<file path="src/nv21_scale_and_bgr_convert_core_macros.svh">
// Assertion macros for the NV21 scale and BGR convert core.
// Used by the top level only; expects clk and rst_n in scope.
`ifndef NV21_SCALE_AND_BGR_CONVERT_CORE_MACROS_SVH
`define NV21_SCALE_AND_BGR_CONVERT_CORE_MACROS_SVH

// Condition must never hold outside reset
`define NVSBC_ASSERT_NEVER(lbl, cond) \
    lbl: assert property (@(posedge clk) disable iff (!rst_n) !(cond)) \
        else $error("nvsbc: forbidden condition");

// Antecedent implies consequent in the same cycle
`define NVSBC_ASSERT_IMPL(lbl, ante, cons) \
    lbl: assert property (@(posedge clk) disable iff (!rst_n) (ante) |-> (cons)) \
        else $error("nvsbc: implication failed");

`endif

</file>
<file path="src/nvsbc_pkg.sv">
// Shared types, constants and helpers for the NV21 scale and BGR convert core.
// No dependencies.
package nvsbc_pkg;

    localparam int unsigned DEF_MAX_WIDTH  = 640;
    localparam int unsigned DEF_MAX_HEIGHT = 480;

    localparam int unsigned CFG_W   = 10;   // widest config register
    localparam int unsigned ROW_W   = 9;
    localparam int unsigned COL_W   = 10;
    localparam int unsigned PROD_W  = 20;   // coordinate times size
    localparam int unsigned CALC_W  = 22;   // computed store address
    localparam int unsigned QUEUE_DEPTH = 4;

    // BT.601 coefficients, 16 fractional bits
    localparam logic signed [17:0] COEF_BU = 18'sd116195;
    localparam logic signed [17:0] COEF_GV = 18'sd46792;
    localparam logic signed [17:0] COEF_GU = 18'sd22544;
    localparam logic signed [17:0] COEF_RV = 18'sd91947;

    typedef enum logic [1:0] {
        CFG_SRC_W = 2'd0,
        CFG_SRC_H = 2'd1,
        CFG_TGT_W = 2'd2,
        CFG_TGT_H = 2'd3
    } cfg_index_t;

    typedef enum logic [1:0] {
        KIND_LOAD  = 2'd0,
        KIND_PIXEL = 2'd1,
        KIND_BAD   = 2'd2
    } kind_t;

    typedef struct packed {
        kind_t              kind;
        logic               frame_start;
        logic [7:0]         source_byte;
        logic [ROW_W-1:0]   row;
        logic [COL_W-1:0]   col;
    } cmd_t;

    typedef enum logic [2:0] {
        BK_IDLE,
        BK_MUL,
        BK_DSTART,
        BK_DWAIT,
        BK_FETCH,
        BK_PROD,
        BK_SUM,
        BK_DONE
    } back_state_t;

    typedef struct packed {
        logic busy;
        logic done_fire;
    } back_stat_t;

    // Floor by 2^16 and saturate to 0..255
    function automatic logic [7:0] clamp8(input logic signed [26:0] acc);
        logic [7:0] res;
        if (acc[26])
            res = 8'd0;
        else if (|acc[25:24])
            res = 8'd255;
        else
            res = acc[23:16];
        return res;
    endfunction

endpackage

</file>
<file path="src/nvsbc_front.sv">
// Front end: accepts items, classifies them and queues them for the back end.
// Depends on nvsbc_pkg.
module nvsbc_front (
    input  logic                          clk,
    input  logic                          rst_n,
    input  logic                          in_valid,
    output logic                          in_ready,
    input  logic                          opcode,
    input  logic [7:0]                    source_byte,
    input  logic                          frame_start,
    input  logic [nvsbc_pkg::ROW_W-1:0]   target_row,
    input  logic [nvsbc_pkg::COL_W-1:0]   target_col,
    input  logic [nvsbc_pkg::CFG_W-1:0]   tgt_w,
    input  logic [nvsbc_pkg::CFG_W-1:0]   tgt_h,
    output logic                          cmd_valid,
    output nvsbc_pkg::cmd_t               cmd,
    input  logic                          cmd_pop
);

    localparam int unsigned QD  = nvsbc_pkg::QUEUE_DEPTH;
    localparam int unsigned QAW = $clog2(QD);

    nvsbc_pkg::cmd_t q_mem [QD];
    logic [QAW-1:0]  wr_ptr_reg;
    logic [QAW-1:0]  rd_ptr_reg;
    logic [QAW:0]    count_reg;
    logic            push;
    nvsbc_pkg::cmd_t new_cmd;

    // classify the incoming transfer
    always_comb
    begin
        new_cmd.frame_start = frame_start;
        new_cmd.source_byte = source_byte;
        new_cmd.row         = target_row;
        new_cmd.col         = target_col;
        if (!opcode)
            new_cmd.kind = nvsbc_pkg::KIND_LOAD;
        else if ({1'b0, target_row} >= tgt_h || target_col >= tgt_w)
            new_cmd.kind = nvsbc_pkg::KIND_BAD;
        else
            new_cmd.kind = nvsbc_pkg::KIND_PIXEL;
    end

    assign in_ready  = count_reg != (QAW+1)'(QD);
    assign push      = in_valid && in_ready;
    assign cmd_valid = count_reg != '0;
    assign cmd       = q_mem[rd_ptr_reg];

    // queue pointers
    always_ff @(posedge clk or negedge rst_n)
    begin
        if (!rst_n)
        begin
            wr_ptr_reg <= '0;
            rd_ptr_reg <= '0;
            count_reg  <= '0;
        end
        else
        begin
            if (push)
                wr_ptr_reg <= (wr_ptr_reg == QAW'(QD - 1)) ? '0 : wr_ptr_reg + 1'b1;
            if (cmd_pop)
                rd_ptr_reg <= (rd_ptr_reg == QAW'(QD - 1)) ? '0 : rd_ptr_reg + 1'b1;
            if (push && !cmd_pop)
                count_reg <= count_reg + 1'b1;
            else if (!push && cmd_pop)
                count_reg <= count_reg - 1'b1;
        end
    end

    // queue storage
    always_ff @(posedge clk)
    begin
        if (push)
            q_mem[wr_ptr_reg] <= new_cmd;
    end

endmodule

</file>
<file path="config.mk">
export PLATFORM = sky130hd
export DESIGN_NAME = nvsbc_front
export DESIGN_NICKNAME = d
export VERILOG_FILES = /design/src/nv21_scale_and_bgr_convert_core_macros.svh /design/src/nvsbc_pkg.sv /design/src/nvsbc_front.sv
export SDC_FILE = /design/constraint.sdc
export NUM_CORES = 1
export LEC_CHECK = 0
export ABC_CLOCK_PERIOD_IN_PS = 2300
export BUFFER_PORTS_ARGS = -buffer_cell sky130_fd_sc_hd__buf_2
export CAP_MARGIN = 15
export CORE_UTILIZATION = 25
export DETAILED_ROUTE_END_ITERATION = 16
export GPL_ROUTABILITY_DRIVEN = 0
export SKIP_CTS_REPAIR_TIMING = 1
export SYNTH_ARGS = -nofsm -noshare
export SYNTH_HDL_FRONTEND = slang
export SYNTH_SLANG_ARGS = --single-unit
</file>
<file path="constraint.sdc">
create_clock -name clk -period 2.3 [get_ports clk]
set_input_delay 0.46 -clock clk [delete_from_list [all_inputs] [get_ports clk]]
set_output_delay 0.46 -clock clk [all_outputs]
set_load 0.02 [all_outputs]
</file>
After elaboration in Yosys (flattened, before gate mapping):

Memories as Yosys holds them, arrays and structs flattened.
Cells that the tools add are included.

* register bits: 7
* input bits: 53
* memories kept: 1
* memory bits (writable): 120

Memory list
* q_mem: words 4, width 30, read ports 1, clocked after Yosys merged registers in 0, write ports 1, line nvsbc_front.sv:23 `nvsbc_pkg::cmd_t q_mem [QD];`

* $lt $le $gt $ge: 2
* muxes and demuxes: 8
* reduce and logical (&&, ||, !) cells: 8
* add/sub/neg operators: 4
* eq/ne operators: 3

Operators by type and width (count)
* $ge 10x10->1: 1
* $ge 9x10->1: 1
* $mux 2: 4
* $mux 3: 2
* $add 2x1->2 const B: 2
* $eq 2x2->1 const B: 2
* $add 3x1->3 const B: 1
* $logic_and 1x1->1: 3
* $ne 3x3->1 const B: 1
* $reduce_bool 3->1: 1
* $sub 3x1->3 const B: 1
* $logic_not 1->1: 2
* $mux 1: 2
* $reduce_bool 2->1: 1
* $logic_or 1x1->1: 1

Logic depth before layout (Yosys ltp):

* depth in word-level cells: 6
* mapped depth: 9
* gate-level depth less buffers: 9

Worst setup path before layout:

Ideal clock, no wire load.

* path kind: flip-flop to flip-flop
* start point: reg count_reg[0]
* end point: reg count_reg[1]
* cell stages (with the launch flop): 8
* clock period less this slack: 1991 ps
* buffers on the path: 0
* setup time: 125 ps
* setup slack: 309 ps
* arrival time: 1866 ps
* cell sequence: dfrtp_1 > nor2_1 > nand2_1 > and2_0 > ha_1 > inv_1 > fa_1 > mux2_2

* longest elaborated chain between the ends: 5
* elaborated cells on any way between the ends: 10
* classes of those cells: add/sub (2); eq/ne (1); mux (2); reduce/logical (5)

Ends and longest elaborated chain
* start: declaration: line nvsbc_front.sv:26 `logic [QAW:0] count_reg;`
* start signal: assignment: line nvsbc_front.sv:66 `count_reg <= count_reg + 1'b1;`
* start signal: assignment: line nvsbc_front.sv:68 `count_reg <= count_reg - 1'b1;`
* $ne 3x3->1 *: line nvsbc_front.sv:45 `assign in_ready = count_reg != (QAW+1)'(QD);`
* via in_ready: line nvsbc_front.sv:7 `output logic in_ready,`
* $logic_and 1x1->1 *: line nvsbc_front.sv:46 `assign push = in_valid && in_ready;`
* via push: line nvsbc_front.sv:27 `logic push;`
* $logic_not 1->1: line nvsbc_front.sv:67 `else if (!push && cmd_pop)`
* $logic_and 1x1->1: line nvsbc_front.sv:67
* $reduce_bool 2->1 (no source line)

The timed path passes the listed nets; every way through them passes the cells marked *. The select of a mux whose other input is x is not followed.
A chain may end at the register's enable or synchronous reset.

==> qor.txt <==
multi-input combinational cell area: 1350 sq um
Placed Instance Area: 6100 sq um
row cnt: 52
EDFF count, synth: 120
# fillers: 1,999
maximum root-to-sink buffer count: 2
initial antenna violation count: 0
Post-Place Cells: 615
period utilization: 0.966
CTS sink cnt: 127
Worst Path Required: 1840 ps
starting density of the core: 0.258
slowest CP cell: mux4_2
pwr/cell area: 1280 nW/um^2
mean post-synth cell area: 20.2 sq um
I/O pin count: 85
RSZ-0062 raised after global routing: no
Relative slew margins: 0.686
via count: 2,731
Avg WL per Cell: 17.0 um
Synth Register Bits: 127
First-pass DRT Iterations: 4
crit path DAT: 1760 ps
achievable frequency: 0.450 GHz
Worst-path clk slew: 50 ps
critical path class: flop to primary output
final cell count without fillers: 649
Final Cell Area: 6730 sq um
TritonCTS clock tree: built
CP max stage delay: 570 ps
Static Leak: 2.49 nW
Area Growth Syn to Fin: 27.6%
critical path fanouts, max: 12
async set-reset flop share out of synthesis: 0.0551
GRT Overall Usage: 0.110
CTS Buf Count: 17
Final HPWL DP: 7500 um
maxcap violations: 0
most frequent cells in the layout: edfxtp_1, buf_2, mux4_2
Final Hold Violating Endpoints: 0
root buffer cell: clkbuf_16
Port Buffers: 84
Synth cell types: 30
vias per cell: 4.21
Routed WL: 11,100 um
total number of yosys warnings: 0
DIE WIDTH: 147 um
Diodes inserted: 0
Final Max Tran Viols: 0
remaining antenna violation count after routing: 0
Least-Margin Pin Slew: 471 ps
peak supply drop: 0.511 mV
setup TNS: 0 ps
crit-path cells: buf_12 -> mux4_2 -> buf_6
commonest non-fill, non-tap cell in the layout: edfxtp_1
first-pass GRT wire length: 17,100 um
DR iter-0 viols: 120
H-tree levels: 4
Cells after Synth: 261
core box area: 20,400 sq um
Setup crit end kind: primary output
delay-heaviest family, CP: multiplexers
Tmin final: 2220 ps
vias in the first global route: 3,053
endpoints failing setup: 0
mapped cell area: 5270 sq um
Largest register FFs: 120
Hold Path Class: primary input to flop
largest net degree at the start of global routing: 25
status: complete, no violations
total grt overflow: 0
area taken by flip-flops and latches: 3780 sq um
layout cells sized above 1: 0.430
CP Buf/Inv Count: 2
CP Launch Type: flop
die area: 21,700 sq um
Clock Skew: 4.43 ps
Final #Nets: 445
register area share after synthesis: 0.717
Post-Syn Nets: 340
clk_lat worst skew: 410 ps
Post-route DRC: 0
die height: 147 um
Most used DFF post-synth: edfxtp_1
[cell families (layout without fill, tap and decap cells)]
| kind of cell | Yosys count | after routing | share of synthesized area |
|---|---|---|---|
| mux | 33 | 33 | 0.135 |
| flops | 127 | 127 | 0.717 |
| compound gates | 15 | 15 | 0.0245 |
| buf+inv | 31 | 149 | 0.0285 |
| xor+xnor | 3 | 3 | 0.00499 |
| simple gates | 26 | 26 | 0.0273 |
| fa+ha+maj | 26 | 26 | 0.0632 |
[final timing paths]
path | start | end | slack, ps | depth (start not counted)
worst max-delay path | rd_ptr_reg[0] | cmd[2] | 80 | 3
worst min-delay path | source_byte[5] | q_mem[3][24] | 270 | 1
worst max register to register | count_reg[0] | count_reg[2] | 230 | 9
worst min register to register | count_reg[2] | count_reg[2] | 490 | 1
max in group asynchronous | rst_n | rd_ptr_reg[1] | 1700 | 2
min in group asynchronous | rst_n | count_reg[1] | 420 | 2
[cell type report]
class | count | area share
clock buffer | 19 | 0.0644
clock inverter | 13 | 0.0216
inverter | 24 | 0.0134
multi-input combinational | 103 | 0.200
sequential | 127 | 0.562
tap | 270 | 0.0502
timing repair buffer | 93 | 0.0882
[where the power goes]
part	internal, W	switching [W]
clock network	0.00168	0.000930
logic	0.00119	0.00154
registers	0.00306	0.000184
[through the flow]
step | hold slack (ps) | setup WS (ps) | util | power, W
after floorplan | 164 | 309 | - | 0.00502
after global placement | 303 | 99.4 | 0.299 | 0.00596
after detailed placement | 307 | 74.8 | 0.299 | 0.00604
after CTS | -138 | 5.86 | 0.327 | 0.00869
after global routing | 243 | 0.567 | 0.329 | 0.00904
final | 272 | 79.0 | 0.329 | 0.00859
[cell usage after synthesis (all sizes together), types with 3 or more instances]
cell type,instances,area [sq um]
nand2,4,15.0
mux2,3,33.8
dfrtp,7,175
o21ai,3,15.0
ha,25,313
a21oi,7,42.5
mux4,30,676
inv,24,90.1
nand4,3,18.8
nor2,6,22.5
and3,5,36.3
buf,7,60.1
edfxtp,120,3600
[routing by layer]
metal / vias to the layer above / wire length [um] / track usage
met5: - / 0 / 0
met4: 0 / 229 / 0.0521
met3: 15 / 488 / 0.0339
met2: 78 / 5560 / 0.183
met1: 1381 / 4780 / 0.130
li1: 1257 / - / -
Power figures use the tool's default switching activity.
